$ cat src/rtl/core/bq_pkg.sv
// Shared types, constants and codes for the second-order IIR filter.
package bq_pkg;

    // Sample format and digit-serial datapath geometry.
    localparam int SAMPLE_W  = 32;
    localparam int DIG_W     = 4;
    localparam int NUM_DIG   = (SAMPLE_W + DIG_W - 1) / DIG_W;
    localparam int EXT_W     = NUM_DIG * DIG_W;

    // Coefficient format: signed Q3.28 in 32 bits.
    localparam int COEF_W    = 32;
    localparam int COEF_FRAC = 28;
    localparam int NUM_COEF  = 5;

    // Configuration register widths and reset values.
    localparam int TYPE_W     = 2;
    localparam int OMEGA_W    = 17;
    localparam int DAMP_W     = 24;
    localparam int CFG_DATA_W = 24;
    localparam int CFG_IDX_W  = 2;
    localparam logic [OMEGA_W-1:0] OMEGA_MAX   = 17'd102944;
    localparam logic [OMEGA_W-1:0] OMEGA_RESET = 17'd6554;
    localparam logic [DAMP_W-1:0]  DAMP_RESET  = 24'd46341;

    // Register indexes.
    localparam logic [CFG_IDX_W-1:0] REG_TYPE  = 2'd0;
    localparam logic [CFG_IDX_W-1:0] REG_OMEGA = 2'd1;
    localparam logic [CFG_IDX_W-1:0] REG_DAMP  = 2'd2;

    // Filter type codes; the unused code behaves as low-pass.
    localparam logic [TYPE_W-1:0] TYPE_LOWPASS  = 2'd0;
    localparam logic [TYPE_W-1:0] TYPE_NOTCH    = 2'd1;
    localparam logic [TYPE_W-1:0] TYPE_HIGHPASS = 2'd2;

    typedef struct packed {
        logic signed [SAMPLE_W-1:0] sample;
        logic                       restart;
    } sample_t;

    typedef struct packed {
        logic signed [SAMPLE_W-1:0] filtered;
        logic                       primed;
    } result_t;

    typedef struct packed {
        logic [TYPE_W-1:0]  filter_type;
        logic [OMEGA_W-1:0] half_omega_dt;
        logic [DAMP_W-1:0]  damping;
    } cfg_t;

    // Coefficients in order b0, b1, b2, a1, a2, each divided by a0.
    typedef logic [NUM_COEF-1:0][COEF_W-1:0] coef_vec_t;

endpackage

$ cat src/rtl/core/bq_coef.sv
// Coefficient unit: serial products and a shared restoring divider.
module bq_coef (
    input  logic               clk,
    input  logic               rst_n,
    input  logic               start,
    input  bq_pkg::cfg_t       cfg,
    output logic               busy,
    output bq_pkg::coef_vec_t  coef
);
    import bq_pkg::*;

    localparam int W2_W  = 34;
    localparam int XW_W  = 42;
    localparam int NUM_W = 45;
    localparam int REM_W = 44;
    localparam int QUO_W = COEF_FRAC + 3;

    localparam logic [2:0] ST_START = 3'd0;
    localparam logic [2:0] ST_MUL   = 3'd1;
    localparam logic [2:0] ST_LOAD  = 3'd2;
    localparam logic [2:0] ST_DIV   = 3'd3;
    localparam logic [2:0] ST_STORE = 3'd4;
    localparam logic [2:0] ST_DONE  = 3'd5;

    localparam logic [4:0] MUL_LAST = 5'(OMEGA_W - 1);
    localparam logic [4:0] DIV_LAST = 5'(QUO_W - 1);
    localparam logic [2:0] IDX_LAST = 3'(NUM_COEF - 1);
    localparam logic signed [NUM_W-1:0] ONE = 45'sd4294967296;

    logic [2:0]         state_reg, state_next;
    logic [4:0]         cnt_reg, cnt_next;
    logic [2:0]         idx_reg, idx_next;
    logic [OMEGA_W-1:0] mplier_reg, mplier_next;
    logic [W2_W-1:0]    mc_w_reg, mc_w_next;
    logic [XW_W-1:0]    mc_x_reg, mc_x_next;
    logic [W2_W-1:0]    w2_reg, w2_next;
    logic [XW_W-1:0]    xw2_reg, xw2_next;
    logic [REM_W-1:0]   rem_reg, rem_next;
    logic [REM_W-1:0]   den_reg, den_next;
    logic [QUO_W-1:0]   quo_reg, quo_next;
    logic               neg_reg, neg_next;
    coef_vec_t          coef_reg;

    logic signed [NUM_W-1:0] w2s, xws, a0, a1n, a2n, b0, b1, b2, num, mag;
    logic [REM_W-1:0]        trial, cmpd;
    logic [QUO_W-1:0]        quo_rnd;
    logic [COEF_W-1:0]       coef_val;

    // Numerators in Q32 from the finished products and the filter type.
    always_comb
    begin
        w2s = NUM_W'(w2_reg);
        xws = NUM_W'(xw2_reg);
        a0  = ONE + xws + w2s;
        a1n = (w2s <<< 1) - (ONE <<< 1);
        a2n = ONE - xws + w2s;
        case (cfg.filter_type)
            TYPE_NOTCH:
            begin
                b0 = ONE + w2s;
                b1 = a1n;
                b2 = ONE + w2s;
            end
            TYPE_HIGHPASS:
            begin
                b0 = ONE;
                b1 = -(ONE <<< 1);
                b2 = ONE;
            end
            default:
            begin
                b0 = w2s;
                b1 = w2s <<< 1;
                b2 = w2s;
            end
        endcase
        case (idx_reg)
            3'd0:    num = b0;
            3'd1:    num = b1;
            3'd2:    num = b2;
            3'd3:    num = a1n;
            default: num = a2n;
        endcase
        mag = num[NUM_W-1] ? -num : num;
    end

    // One divider step: the first two steps give the integer bits.
    always_comb
    begin
        trial = (cnt_reg >= 5'd2) ? {rem_reg[REM_W-2:0], 1'b0} : rem_reg;
        cmpd  = (cnt_reg == 5'd0) ? {den_reg[REM_W-2:0], 1'b0} : den_reg;
    end

    // Round half away from zero to 28 fraction bits and apply the sign.
    assign quo_rnd  = (quo_reg + QUO_W'(1)) >> 1;
    assign coef_val = neg_reg ? -COEF_W'(quo_rnd) : COEF_W'(quo_rnd);

    // Sequencer for the products and the five divisions.
    always_comb
    begin
        state_next  = state_reg;
        cnt_next    = cnt_reg;
        idx_next    = idx_reg;
        mplier_next = mplier_reg;
        mc_w_next   = mc_w_reg;
        mc_x_next   = mc_x_reg;
        w2_next     = w2_reg;
        xw2_next    = xw2_reg;
        rem_next    = rem_reg;
        den_next    = den_reg;
        quo_next    = quo_reg;
        neg_next    = neg_reg;
        case (state_reg)
            ST_START:
            begin
                mplier_next = cfg.half_omega_dt;
                mc_w_next   = W2_W'(cfg.half_omega_dt);
                mc_x_next   = XW_W'({cfg.damping, 1'b0});
                w2_next     = '0;
                xw2_next    = '0;
                cnt_next    = '0;
                state_next  = ST_MUL;
            end
            ST_MUL:
            begin
                if (mplier_reg[0])
                begin
                    w2_next  = w2_reg + mc_w_reg;
                    xw2_next = xw2_reg + mc_x_reg;
                end
                mplier_next = mplier_reg >> 1;
                mc_w_next   = mc_w_reg << 1;
                mc_x_next   = mc_x_reg << 1;
                cnt_next    = cnt_reg + 5'd1;
                if (cnt_reg == MUL_LAST)
                begin
                    idx_next   = '0;
                    state_next = ST_LOAD;
                end
            end
            ST_LOAD:
            begin
                rem_next   = mag[REM_W-1:0];
                den_next   = a0[REM_W-1:0];
                neg_next   = num[NUM_W-1];
                quo_next   = '0;
                cnt_next   = '0;
                state_next = ST_DIV;
            end
            ST_DIV:
            begin
                if (trial >= cmpd)
                begin
                    rem_next = trial - cmpd;
                    quo_next = {quo_reg[QUO_W-2:0], 1'b1};
                end
                else
                begin
                    rem_next = trial;
                    quo_next = {quo_reg[QUO_W-2:0], 1'b0};
                end
                cnt_next = cnt_reg + 5'd1;
                if (cnt_reg == DIV_LAST)
                begin
                    state_next = ST_STORE;
                end
            end
            ST_STORE:
            begin
                idx_next   = idx_reg + 3'd1;
                state_next = (idx_reg == IDX_LAST) ? ST_DONE : ST_LOAD;
            end
            default:
            begin
                state_next = ST_DONE;
            end
        endcase
        if (start)
        begin
            state_next = ST_START;
        end
    end

    // Control state.
    always_ff @(posedge clk or negedge rst_n)
    begin
        if (!rst_n)
        begin
            state_reg <= ST_START;
            cnt_reg   <= '0;
            idx_reg   <= '0;
        end
        else
        begin
            state_reg <= state_next;
            cnt_reg   <= cnt_next;
            idx_reg   <= idx_next;
        end
    end

    // Arithmetic registers.
    always_ff @(posedge clk)
    begin
        mplier_reg <= mplier_next;
        mc_w_reg   <= mc_w_next;
        mc_x_reg   <= mc_x_next;
        w2_reg     <= w2_next;
        xw2_reg    <= xw2_next;
        rem_reg    <= rem_next;
        den_reg    <= den_next;
        quo_reg    <= quo_next;
        neg_reg    <= neg_next;
        if (state_reg == ST_STORE)
        begin
            coef_reg[idx_reg] <= coef_val;
        end
    end

    assign busy = (state_reg != ST_DONE);
    assign coef = coef_reg;

endmodule

$ cat src/rtl/core/bq_mac.sv
// Digit-serial multiply-accumulate, rounding, history and result register.
module bq_mac (
    input  logic               clk,
    input  logic               rst_n,
    input  logic               coef_busy,
    input  bq_pkg::coef_vec_t  coef,
    input  logic               sample_valid,
    output logic               sample_ready,
    input  bq_pkg::sample_t    sample_item,
    output logic               result_valid,
    input  logic               result_ready,
    output bq_pkg::result_t    result_item
);
    import bq_pkg::*;

    localparam int ACC_W     = 41;
    localparam int PROD_W    = COEF_W + DIG_W + 2;
    localparam int TOT_W     = ACC_W + EXT_W;
    localparam int RND_W     = TOT_W - COEF_FRAC;
    localparam int DIG_CNT_W = $clog2(NUM_DIG);

    localparam logic [1:0] M_IDLE  = 2'd0;
    localparam logic [1:0] M_RUN   = 2'd1;
    localparam logic [1:0] M_ROUND = 2'd2;
    localparam logic [1:0] M_FIN   = 2'd3;

    localparam logic [2:0] TERM_LAST = 3'(NUM_COEF - 1);
    localparam logic [2:0] TERM_NEG  = 3'd3;
    localparam logic [DIG_CNT_W-1:0] DIG_LAST = DIG_CNT_W'(NUM_DIG - 1);
    localparam logic signed [TOT_W-1:0] HALF =
        {{(TOT_W-COEF_FRAC){1'b0}}, 1'b1, {(COEF_FRAC-1){1'b0}}};
    localparam logic signed [RND_W-1:0] SAT_MAX =
        RND_W'({1'b0, {(SAMPLE_W-1){1'b1}}});
    localparam logic signed [RND_W-1:0] SAT_MIN = -SAT_MAX - RND_W'(1);

    logic [1:0]                 state_reg, state_next;
    logic                       started_reg;
    logic                       prime_reg;
    logic signed [SAMPLE_W-1:0] x_reg, px0_reg, px1_reg, py0_reg, py1_reg;
    logic [EXT_W-1:0]           opnd_reg [NUM_COEF];
    logic [2:0]                 term_reg;
    logic [DIG_CNT_W-1:0]       dig_reg;
    logic signed [ACC_W-1:0]    acc_reg;
    logic [EXT_W-1:0]           low_reg;
    logic signed [RND_W-1:0]    rnd_reg;
    logic                       res_valid_reg;
    result_t                    res_reg;

    logic                       accept, commit;
    logic [DIG_W-1:0]           dig;
    logic signed [DIG_W:0]      dig_s;
    logic signed [COEF_W:0]     coef_s;
    logic signed [PROD_W-1:0]   prod;
    logic signed [ACC_W-1:0]    sum;
    logic signed [TOT_W-1:0]    total;
    logic signed [SAMPLE_W-1:0] y;

    assign sample_ready = (state_reg == M_IDLE) && !coef_busy;
    assign accept       = sample_valid && sample_ready;
    assign commit       = (state_reg == M_FIN) && (!res_valid_reg || result_ready);

    // One digit of one term times its coefficient; the top digit is signed.
    always_comb
    begin
        dig    = opnd_reg[term_reg][DIG_W-1:0];
        dig_s  = (dig_reg == DIG_LAST) ? {dig[DIG_W-1], dig} : {1'b0, dig};
        coef_s = (COEF_W+1)'($signed(coef[term_reg]));
        if (term_reg >= TERM_NEG)
        begin
            coef_s = -coef_s;
        end
        prod = PROD_W'(dig_s) * PROD_W'(coef_s);
        sum  = acc_reg + ACC_W'(prod);
    end

    // Round half up to the sample format and saturate, or pass a priming sample.
    assign total = $signed({acc_reg, low_reg});
    always_comb
    begin
        if (prime_reg)
        begin
            y = x_reg;
        end
        else if (rnd_reg > SAT_MAX)
        begin
            y = SAT_MAX[SAMPLE_W-1:0];
        end
        else if (rnd_reg < SAT_MIN)
        begin
            y = SAT_MIN[SAMPLE_W-1:0];
        end
        else
        begin
            y = rnd_reg[SAMPLE_W-1:0];
        end
    end

    // Item sequencer.
    always_comb
    begin
        state_next = state_reg;
        case (state_reg)
            M_IDLE:
            begin
                if (accept)
                begin
                    state_next = (sample_item.restart || !started_reg) ? M_FIN : M_RUN;
                end
            end
            M_RUN:
            begin
                if (term_reg == TERM_LAST && dig_reg == DIG_LAST)
                begin
                    state_next = M_ROUND;
                end
            end
            M_ROUND:
            begin
                state_next = M_FIN;
            end
            default:
            begin
                if (commit)
                begin
                    state_next = M_IDLE;
                end
            end
        endcase
    end

    // Control state.
    always_ff @(posedge clk or negedge rst_n)
    begin
        if (!rst_n)
        begin
            state_reg     <= M_IDLE;
            started_reg   <= 1'b0;
            res_valid_reg <= 1'b0;
            term_reg      <= '0;
            dig_reg       <= '0;
        end
        else
        begin
            state_reg <= state_next;
            if (commit)
            begin
                started_reg   <= 1'b1;
                res_valid_reg <= 1'b1;
            end
            else if (result_ready)
            begin
                res_valid_reg <= 1'b0;
            end
            if (accept)
            begin
                term_reg <= '0;
                dig_reg  <= '0;
            end
            else if (state_reg == M_RUN)
            begin
                if (term_reg == TERM_LAST)
                begin
                    term_reg <= '0;
                    dig_reg  <= dig_reg + DIG_CNT_W'(1);
                end
                else
                begin
                    term_reg <= term_reg + 3'd1;
                end
            end
        end
    end

    // Datapath: operand shift lines, accumulator and history.
    always_ff @(posedge clk)
    begin
        if (accept)
        begin
            x_reg       <= sample_item.sample;
            prime_reg   <= sample_item.restart || !started_reg;
            acc_reg     <= '0;
            opnd_reg[0] <= EXT_W'(sample_item.sample);
            opnd_reg[1] <= EXT_W'(px0_reg);
            opnd_reg[2] <= EXT_W'(px1_reg);
            opnd_reg[3] <= EXT_W'(py0_reg);
            opnd_reg[4] <= EXT_W'(py1_reg);
        end
        else if (state_reg == M_RUN)
        begin
            if (term_reg == TERM_LAST)
            begin
                acc_reg <= sum >>> DIG_W;
                low_reg <= {sum[DIG_W-1:0], low_reg[EXT_W-1:DIG_W]};
                for (int i = 0; i < NUM_COEF; i++)
                begin
                    opnd_reg[i] <= opnd_reg[i] >> DIG_W;
                end
            end
            else
            begin
                acc_reg <= sum;
            end
        end
        if (state_reg == M_ROUND)
        begin
            rnd_reg <= RND_W'((total + HALF) >>> COEF_FRAC);
        end
        if (commit)
        begin
            res_reg.filtered <= y;
            res_reg.primed   <= prime_reg;
            if (prime_reg)
            begin
                px0_reg <= x_reg;
                px1_reg <= x_reg;
                py0_reg <= x_reg;
                py1_reg <= x_reg;
            end
            else
            begin
                px0_reg <= x_reg;
                px1_reg <= px0_reg;
                py0_reg <= y;
                py1_reg <= py0_reg;
            end
        end
    end

    assign result_valid = res_valid_reg;
    assign result_item  = res_reg;

    // A priming item passes its sample straight through.
    a_prime_pass: assert property (@(posedge clk) disable iff (!rst_n)
        commit && prime_reg |=> result_item.filtered == $past(x_reg) && result_item.primed)
        else $error("priming item did not pass its sample through");

    // Every committed item leaves the filter started.
    a_started: assert property (@(posedge clk) disable iff (!rst_n)
        commit |=> started_reg)
        else $error("filter not started after a committed item");

    // A new result only appears out of the final state.
    a_rise_from_fin: assert property (@(posedge clk) disable iff (!rst_n)
        $rose(res_valid_reg) |-> $past(state_reg) == M_FIN)
        else $error("result appeared outside the final state");

    // The last digit of the last term hands over to rounding.
    a_run_end: assert property (@(posedge clk) disable iff (!rst_n)
        state_reg == M_RUN && term_reg == TERM_LAST && dig_reg == DIG_LAST
        |=> state_reg == M_ROUND)
        else $error("accumulation did not end on the last digit");

endmodule

$ cat src/rtl/core/second_order_iir_filter.sv
// Top level of the second-order IIR filter: configuration registers and units.
//
//  channel   direction  handshake                    payload
//  sample    in         sample_valid / sample_ready  sample_item (sample, restart)
//  result    out        result_valid / result_ready  result_item (filtered, primed)
//  config    in         cfg_write                    cfg_index, cfg_data
//
// A filtered item is accepted, then its 5 terms of 8 digits of 4 bits pass
// through one 5 x 33 multiplier, then it is rounded and committed.
// A priming item goes from acceptance straight to commit.
// After reset and after each write to a known register the coefficient unit runs
// (17 serial product steps, then per coefficient a load, one divider step per
// quotient bit and a store); no item is accepted meanwhile.
// A stalled result holds in the output register while the next item computes.
module second_order_iir_filter (
    input  logic                            clk,
    input  logic                            rst_n,
    input  logic                            sample_valid,
    output logic                            sample_ready,
    input  bq_pkg::sample_t                 sample_item,
    output logic                            result_valid,
    input  logic                            result_ready,
    output bq_pkg::result_t                 result_item,
    input  logic                            cfg_write,
    input  logic [bq_pkg::CFG_IDX_W-1:0]    cfg_index,
    input  logic [bq_pkg::CFG_DATA_W-1:0]   cfg_data
);
    import bq_pkg::*;

    cfg_t              cfg_reg;
    logic              start_reg;
    logic              coef_busy;
    coef_vec_t         coef;
    logic [OMEGA_W-1:0] omega_in;

    // The frequency register saturates at a quarter turn.
    assign omega_in = (cfg_data[OMEGA_W-1:0] > OMEGA_MAX) ? OMEGA_MAX
                                                          : cfg_data[OMEGA_W-1:0];

    // Register writes; a write to a known register restarts the coefficients.
    always_ff @(posedge clk or negedge rst_n)
    begin
        if (!rst_n)
        begin
            cfg_reg.filter_type   <= TYPE_LOWPASS;
            cfg_reg.half_omega_dt <= OMEGA_RESET;
            cfg_reg.damping       <= DAMP_RESET;
            start_reg             <= 1'b0;
        end
        else
        begin
            if (cfg_write)
            begin
                case (cfg_index)
                    REG_TYPE:
                    begin
                        cfg_reg.filter_type <= cfg_data[TYPE_W-1:0];
                        start_reg           <= 1'b1;
                    end
                    REG_OMEGA:
                    begin
                        cfg_reg.half_omega_dt <= omega_in;
                        start_reg             <= 1'b1;
                    end
                    REG_DAMP:
                    begin
                        cfg_reg.damping <= cfg_data[DAMP_W-1:0];
                        start_reg       <= 1'b1;
                    end
                    default:
                    begin
                        start_reg <= 1'b0;
                    end
                endcase
            end
            else
            begin
                start_reg <= 1'b0;
            end
        end
    end

    // Coefficient unit; busy also covers a write, and the cycle after a known write.
    bq_coef u_coef (
        .clk   (clk),
        .rst_n (rst_n),
        .start (start_reg),
        .cfg   (cfg_reg),
        .busy  (coef_busy),
        .coef  (coef)
    );

    bq_mac u_mac (
        .clk          (clk),
        .rst_n        (rst_n),
        .coef_busy    (coef_busy || start_reg || cfg_write),
        .coef         (coef),
        .sample_valid (sample_valid),
        .sample_ready (sample_ready),
        .sample_item  (sample_item),
        .result_valid (result_valid),
        .result_ready (result_ready),
        .result_item  (result_item)
    );

endmodule
$ cat config.mk
export PLATFORM = sky130hd
export DESIGN_NAME = second_order_iir_filter
export DESIGN_NICKNAME = d
export VERILOG_FILES = /design/src/rtl/core/bq_pkg.sv /design/src/rtl/core/bq_coef.sv /design/src/rtl/core/bq_mac.sv /design/src/rtl/core/second_order_iir_filter.sv
export SDC_FILE = /design/constraint.sdc
export NUM_CORES = 2
export LEC_CHECK = 0
export BUFFER_PORTS_ARGS = -buffer_cell sky130_fd_sc_hd__buf_2
export CORE_MARGIN = 10
export CORE_UTILIZATION = 65
export DETAILED_ROUTE_END_ITERATION = 10
export PLACE_DENSITY = 0.8
export SYNTH_ARGS = -nofsm -noshare
export SYNTH_HDL_FRONTEND = slang
export SYNTH_SLANG_ARGS = --single-unit
$ cat constraint.sdc
create_clock -name clk -period 16.05 [get_ports clk]
set_input_delay 2.4075 -clock clk [delete_from_list [all_inputs] [get_ports clk]]
set_output_delay 2.4075 -clock clk [all_outputs]
set_load 0.01 [all_outputs]
After elaboration in Yosys (flattened, before gate mapping):

Memory sizes are Yosys's and may differ from the RTL's.
Index checks and enable logic that the tools add are counted.

* mux-type cells: 67
* $add $sub $neg: 19
* multipliers: 1
* $lt $le $gt $ge: 9
* eq/ne operators: 26
* bitwise gates (word level): 6
* reductions and logical operators: 38

Operator list (number)
* two-way mux 32 bit: 14
* case mux 45 bit (2 select lines): 2
* two-way mux 44 bit: 4
* case mux 42 bit (2 select lines): 2
* bitwise mux 160 bit: 1
* case mux 34 bit (2 select lines): 2
* case mux 45 bit (3 select lines): 1
* binary-select mux 32 bit (select 3 bit): 1
* demux 32 bit (select 3 bit): 1
* case mux 44 bit (2 select lines): 1
* adder 73 x 29 -> 73 bit (second input constant): 1
* case mux 31 bit (2 select lines): 1
* adder 45 x 35 -> 45 bit: 1
* greater-than comparator 45 x 32 -> 1 bit (second input constant): 1
* less-than comparator 45 x 32 -> 1 bit (second input constant): 1
* adder 44 x 35 -> 44 bit: 1
* >= comparator 44 bit: 1
* negation 44 bit: 1
* subtractor 44 bit: 1
* adder 33 x 42 -> 43 bit (first input constant): 1
* subtractor 33 x 42 -> 43 bit (first input constant): 1
* adder 42 bit: 1
* two-way mux 42 bit: 1
* adder 41 x 38 -> 41 bit: 1
* 50 further kinds: 123

* input port bits: 64
* output and inout port bits: 35
* RAM bits: 160
* word-level logic and storage cells: 204
* register bits: 826
* memories: 1

Memories
* u_mac.opnd_reg: words 5, bits a word 32, rd ports 6, clocked after memory_dff 0, wr ports 5, RTL line bq_mac.sv:40 `logic [EXT_W-1:0] opnd_reg [NUM_COEF];`

Logic depth before layout (Yosys ltp):

* word-level depth: 9
* mapped depth: 33
* mapped depth without buffers: 31

Hierarchy:

A second synthesis with hierarchy kept.

* cells, all modules: 5723
* area total of the unflattened synthesis: 59844.9 um^2

By module, submodules not included
* bq_coef: instances 1, area each 31834.3 um^2, cells an instance 3233, sequential area each 13668.1 um^2
* bq_mac: instances 1, area each 26216.4 um^2, cells an instance 2342, sequential area each 12241.7 um^2
* second_order_iir_filter: instances 1, area each 1794.2 um^2, cells an instance 148, sequential area each 1118.6 um^2

Worst setup path after synthesis:

OpenSTA, ideal clock, no wires.

* kind: register to register
* start point: reg u_coef.state_reg[1]
* end point: reg u_coef.w2_reg[0] (enable)
* arrival time: 8857 ps
* slack: 6570 ps
* path buffers: 1
* setup time: 622 ps
* stages on the path, launching flop included: 4
* required time: 15428 ps
* clock period less this slack: 9480 ps
* path through: dfrtp_1 nor2_1 clkbuf_1 a21boi_0

* longest elaborated chain between the ends: 3
* elaborated cells between the ends (all ways): 5
* classes of those cells: 2 x eq/ne; 3 x reduce/logical

RTL lines
* start: declaration: RTL line bq_coef.sv:30 `logic [2:0] state_reg, state_next;`
* start signal: assignment: RTL line bq_coef.sv:195 `state_reg <= state_next;`
* equality test 3 x 1 -> 1 bit / logical NOT 3 bit (equally long branches): RTL line bq_coef.sv:113 `case (state_reg)`
* != test 2 x 1 -> 1 bit (no source line) / nonzero test 2 bit (equally long branches)
* AND reduction 2 bit (no source line) *
* end signal: assignment: RTL line bq_coef.sv:207 `w2_reg <= w2_next;`
* end: declaration: RTL line bq_coef.sv:36 `logic [W2_W-1:0] w2_reg, w2_next;`

Every way passes the cells marked *; elsewhere a longest branch is shown, timed or not.
A chain may end at the register's enable or synchronous reset.

Worst setup path after layout:

* start point: reg u_mac.term_reg[2]
* end point: reg u_mac.acc_reg[38]

* longest elaborated chain between the ends: 7
* elaborated cells between the ends (all ways): 11
* classes of those cells: 2 x add/sub; 1 x mul; 1 x order compare; 1 x eq/ne; 5 x mux; 1 x memory

RTL lines
* start: declaration: RTL line bq_mac.sv:41 `logic [2:0] term_reg;`
* start signal: assignment: RTL line bq_mac.sv:168 `term_reg <= term_reg + 3'd1;`
* binary-select mux 32 bit (select 3 bit): RTL line bq_mac.sv:67 `coef_s = (COEF_W+1)'($signed(coef[term_reg]));`
* two-way mux 32 bit (not written as such): RTL line bq_mac.sv:67
* negation 32 -> 33 bit: RTL line bq_mac.sv:70 `coef_s = -coef_s;`
* two-way mux 33 bit: RTL line bq_mac.sv:68 `if (term_reg >= TERM_NEG)`
* multiplier 5 x 33 -> 38 bit: RTL line bq_mac.sv:72 `prod = PROD_W'(dig_s) * PROD_W'(coef_s);`
* adder 41 x 38 -> 41 bit: RTL line bq_mac.sv:73 `sum = acc_reg + ACC_W'(prod);`
* two-way mux 40 bit *: RTL line bq_mac.sv:190 `if (term_reg == TERM_LAST)`
* end signal: assignment: RTL line bq_mac.sv:192 `acc_reg <= sum >>> DIG_W;`
* end signal: assignment: RTL line bq_mac.sv:201 `acc_reg <= sum;`
* end: declaration: RTL line bq_mac.sv:43 `logic signed [ACC_W-1:0] acc_reg;`

Every way passes the cells marked *; elsewhere a longest branch is shown, timed or not. The select of a mux whose other input is x is not followed.

==> run_results.csv <==
group,metric,value,unit
floorplan,ios,99,
cts,clock-root-buffer,"clkbuf_16",
critical_path,endpoint_kind,"flop",
drt,drt_iter0_markers,4387,
sta,tns,0,ps
cells_and_area,nFillCells,6438,
yosys,ys_seq_area_share,46.1,%
cts,clock_latency,720,ps
placement,pre_cts_slack,7040,ps
yosys,ys_ff_latch,925,
floorplan,fp.dieW,321,um
yosys,ys.flop_type,"edfxtp_1",
sta,fmax,110,MHz
critical_path,r2r_start,"u_mac.term_reg[2]",
critical_path,cp-start-kind,"flop",
cts,hold_buffers,0,
cells_and_area,areaGrowthSynthToFinish,8.47,%
placement,dp_hpwl,107,mm
drt,via_per_inst,6.19,
grt,grt_max_degree,132,
status,outcome,"complete, no violations",
cells_and_area,drive_above_1_share,8.27,%
cts,postCtsSetupBuffers,0,
cts,cts_tree,"done",
critical_path,slowest_delay,660,ps
sta,setup_slack,6920,ps
sta,tightest_slew,1230,ps
grt,grt_pass1_wl,232,mm
drt,postRouteAntennaNets,0,
cells_and_area,utilization,70.9,%
critical_path,critPathLaunch,"u_mac.term_reg[2]",
sta,fin_crit_sh,56.9,%
cts,cts_buffer_depth,3,
cells_and_area,nets,6313,
cts,cts.sinks,925,
placement,gp_congestion,0.936,
grt,grt.total_usage,28.1,%
yosys,synth_edf_count,819,
floorplan,initial_core_util,65.4,%
grt,antenna_found_initial,0,
floorplan,core,89900,um^2
sta,hold_viol,0,
critical_path,cpMostUsedCell,"a21oi_1",
critical_path,critPathMaxFanout,43,
cts,post_cts_resize_count,0,
min_path,hold_path_class,"flop to flop",
floorplan,die_h,321,um
yosys,synth_nets,6309,
run,maxCapViolCount,0,
critical_path,crit_required,16550,ps
cts,clk_pin_slew,70,ps
critical_path,cp.arrival,9620,ps
drt,drcViolationCount,0,
drt,routedWlPerCell,20.8,um
sta,fin_crit,9130,ps
placement,placed_cell_area,60400,um^2
critical_path,cpMaxStageDelayCell,"nor3_1",
critical_path,path_class,"flop to flop",
grt,overflow,0,
sta,rsz0062_at_grt,"false",
placement,port_buffers,98,
yosys,netlist_area,58700,um^2
yosys,syn-instance-count,5799,
floorplan,num_rows,110,
drt,vias,43700,
drt,drt_pass1_iterations,6,
drt,routed_wl,147,mm
yosys,synthDistinctLibCells,91,
cells_and_area,stdcell_area,63700,um^2
cts,htree_levels,3,
cts,cts-buffers-inserted,95,
sta,slew_viol_final,0,
floorplan,die_area,103000,um^2
sta,finClkSkew,65.3,ps
sta,relSlewSlack,17.6,%
sta,final-setup-viol-count,0,
yosys,synth-warning-count,0,
grt,grt_pass1_vias,43100,
yosys,synthArstFlopShare,7.03,%
yosys,syn_area_per_cell,10.1,um^2
min_path,worstHoldStart,"u_mac.x_reg[2]",
placed cells by master, fill, tap and decap left out, types with 17 or more instances in the layout:
cell | synthesis | routed
fa_1 | 151 | 151
nor4_1 | 24 | 19
clkinv_2 | 0 | 19
buf_4 | 0 | 49
dfxtp_1 | 41 | 41
nand3_1 | 126 | 125
ha_1 | 295 | 293
a21oi_1 | 293 | 293
clkinv_1 | 3 | 17
nand2_1 | 819 | 816
nand4_1 | 60 | 60
dfrtp_1 | 51 | 48
nor3_1 | 81 | 80
and2_1 | 62 | 60
or3_1 | 29 | 29
o21a_1 | 37 | 37
nor2_1 | 479 | 475
nand2b_1 | 63 | 63
a211oi_1 | 33 | 32
nor2b_1 | 57 | 54
a22oi_1 | 22 | 22
a22o_1 | 21 | 21
inv_1 | 334 | 333
clkbuf_16 | 0 | 100
o21ai_0 | 390 | 390
o21bai_1 | 36 | 33
xnor2_1 | 251 | 251
mux2_2 | 84 | 84
mux2i_1 | 142 | 140
or2_2 | 24 | 24
and3_1 | 109 | 109
xor2_1 | 137 | 137
o31ai_1 | 23 | 23
edfxtp_1 | 819 | 819
a31oi_1 | 43 | 43
buf_2 | 2 | 97
a21o_1 | 117 | 117
o211ai_1 | 26 | 26
cells by family (layout without fill, tap and decap cells):
logic type	Yosys count	after routing	synth area share (%)
buffers and inverters	578	665	3.70
XOR/XNOR	388	388	5.79
adder cells (fa/ha/maj)	446	446	11.4
AND/OR/NAND/NOR	2009	2009	15.7
AO/OA/AOI/OAI	1220	1220	13.0
other	1	2	0.00638
multiplexers	232	232	4.26
flip-flops	925	925	46.1
stage by stage:
step                hold slack, ps  std cells
finish                         447       7063
global route                   458       7062
CTS                            443       7062
detailed placement             436       6882
global placement               429       6882
floorplan                      424       5799
area by class of cell:
type                            count  area [um^2]  share of cell area, %
Antenna cell                        1         2.50                0.00393
Clock buffer                      117         2630                   4.12
Clock inverter                     63          727                   1.14
Inverter                          338         1270                   2.00
Multi-Input combinational cell   4296        29700                   46.6
Sequential cell                   925        27100                   42.5
Tap cell                         1176         1470                   2.31
Timing Repair Buffer              147          873                   1.37
cells in the mapped netlist (137+ instances only):
| library cell | n | area share [%] |
|---|---|---|
| edfxtp_1 | 819 | 42 |
| nand2_1 | 819 | 5.2 |
| nor2_1 | 479 | 3.1 |
| o21ai_0 | 390 | 3.3 |
| inv_1 | 334 | 2.1 |
| ha_1 | 295 | 6.3 |
| a21oi_1 | 293 | 2.5 |
| xnor2_1 | 251 | 3.7 |
| clkbuf_1 | 216 | 1.4 |
| fa_1 | 151 | 5.1 |
| mux2i_1 | 142 | 2.4 |
| xor2_1 | 137 | 2.0 |
layer usage:
layer | GRT usage (%) | share of wire [%] | up-vias
met3 | 3.10 | 5.4 | 295
li1 | - | - | 20700
met2 | 50.1 | 50 | 1482
met5 | 0 | 0 | -
met4 | 13.3 | 4.8 | 0
met1 | 33.8 | 39 | 21200
critical path, delay by kind of cell (launching register included):
family                   cells  cell delay, ps
multiplexers                 1             160
XOR/XNOR                     1             310
AND/OR/NAND/NOR             10            2420
AO/OA/AOI/OAI                9            2260
flip-flops                   1             340
adder cells (fa/ha/maj)      6            2450
buffers and inverters        4             940
final timing paths:
check | end | slack [ps] | cells after the start
max | u_mac.acc_reg[38] | 6920 | 31
min | u_mac.px0_reg[2] | 450 | 0
max reg2reg | u_mac.acc_reg[38] | 6920 | 31
min reg2reg | u_mac.px0_reg[2] | 450 | 0
max in group asynchronous | u_mac.term_reg[2] | 13350 | 1
min in group asynchronous | cfg_reg[11] | 1920 | 1
Power is not shown: default switching activity piles up to over one toggle a cycle in this logic, so the estimate is an artifact.
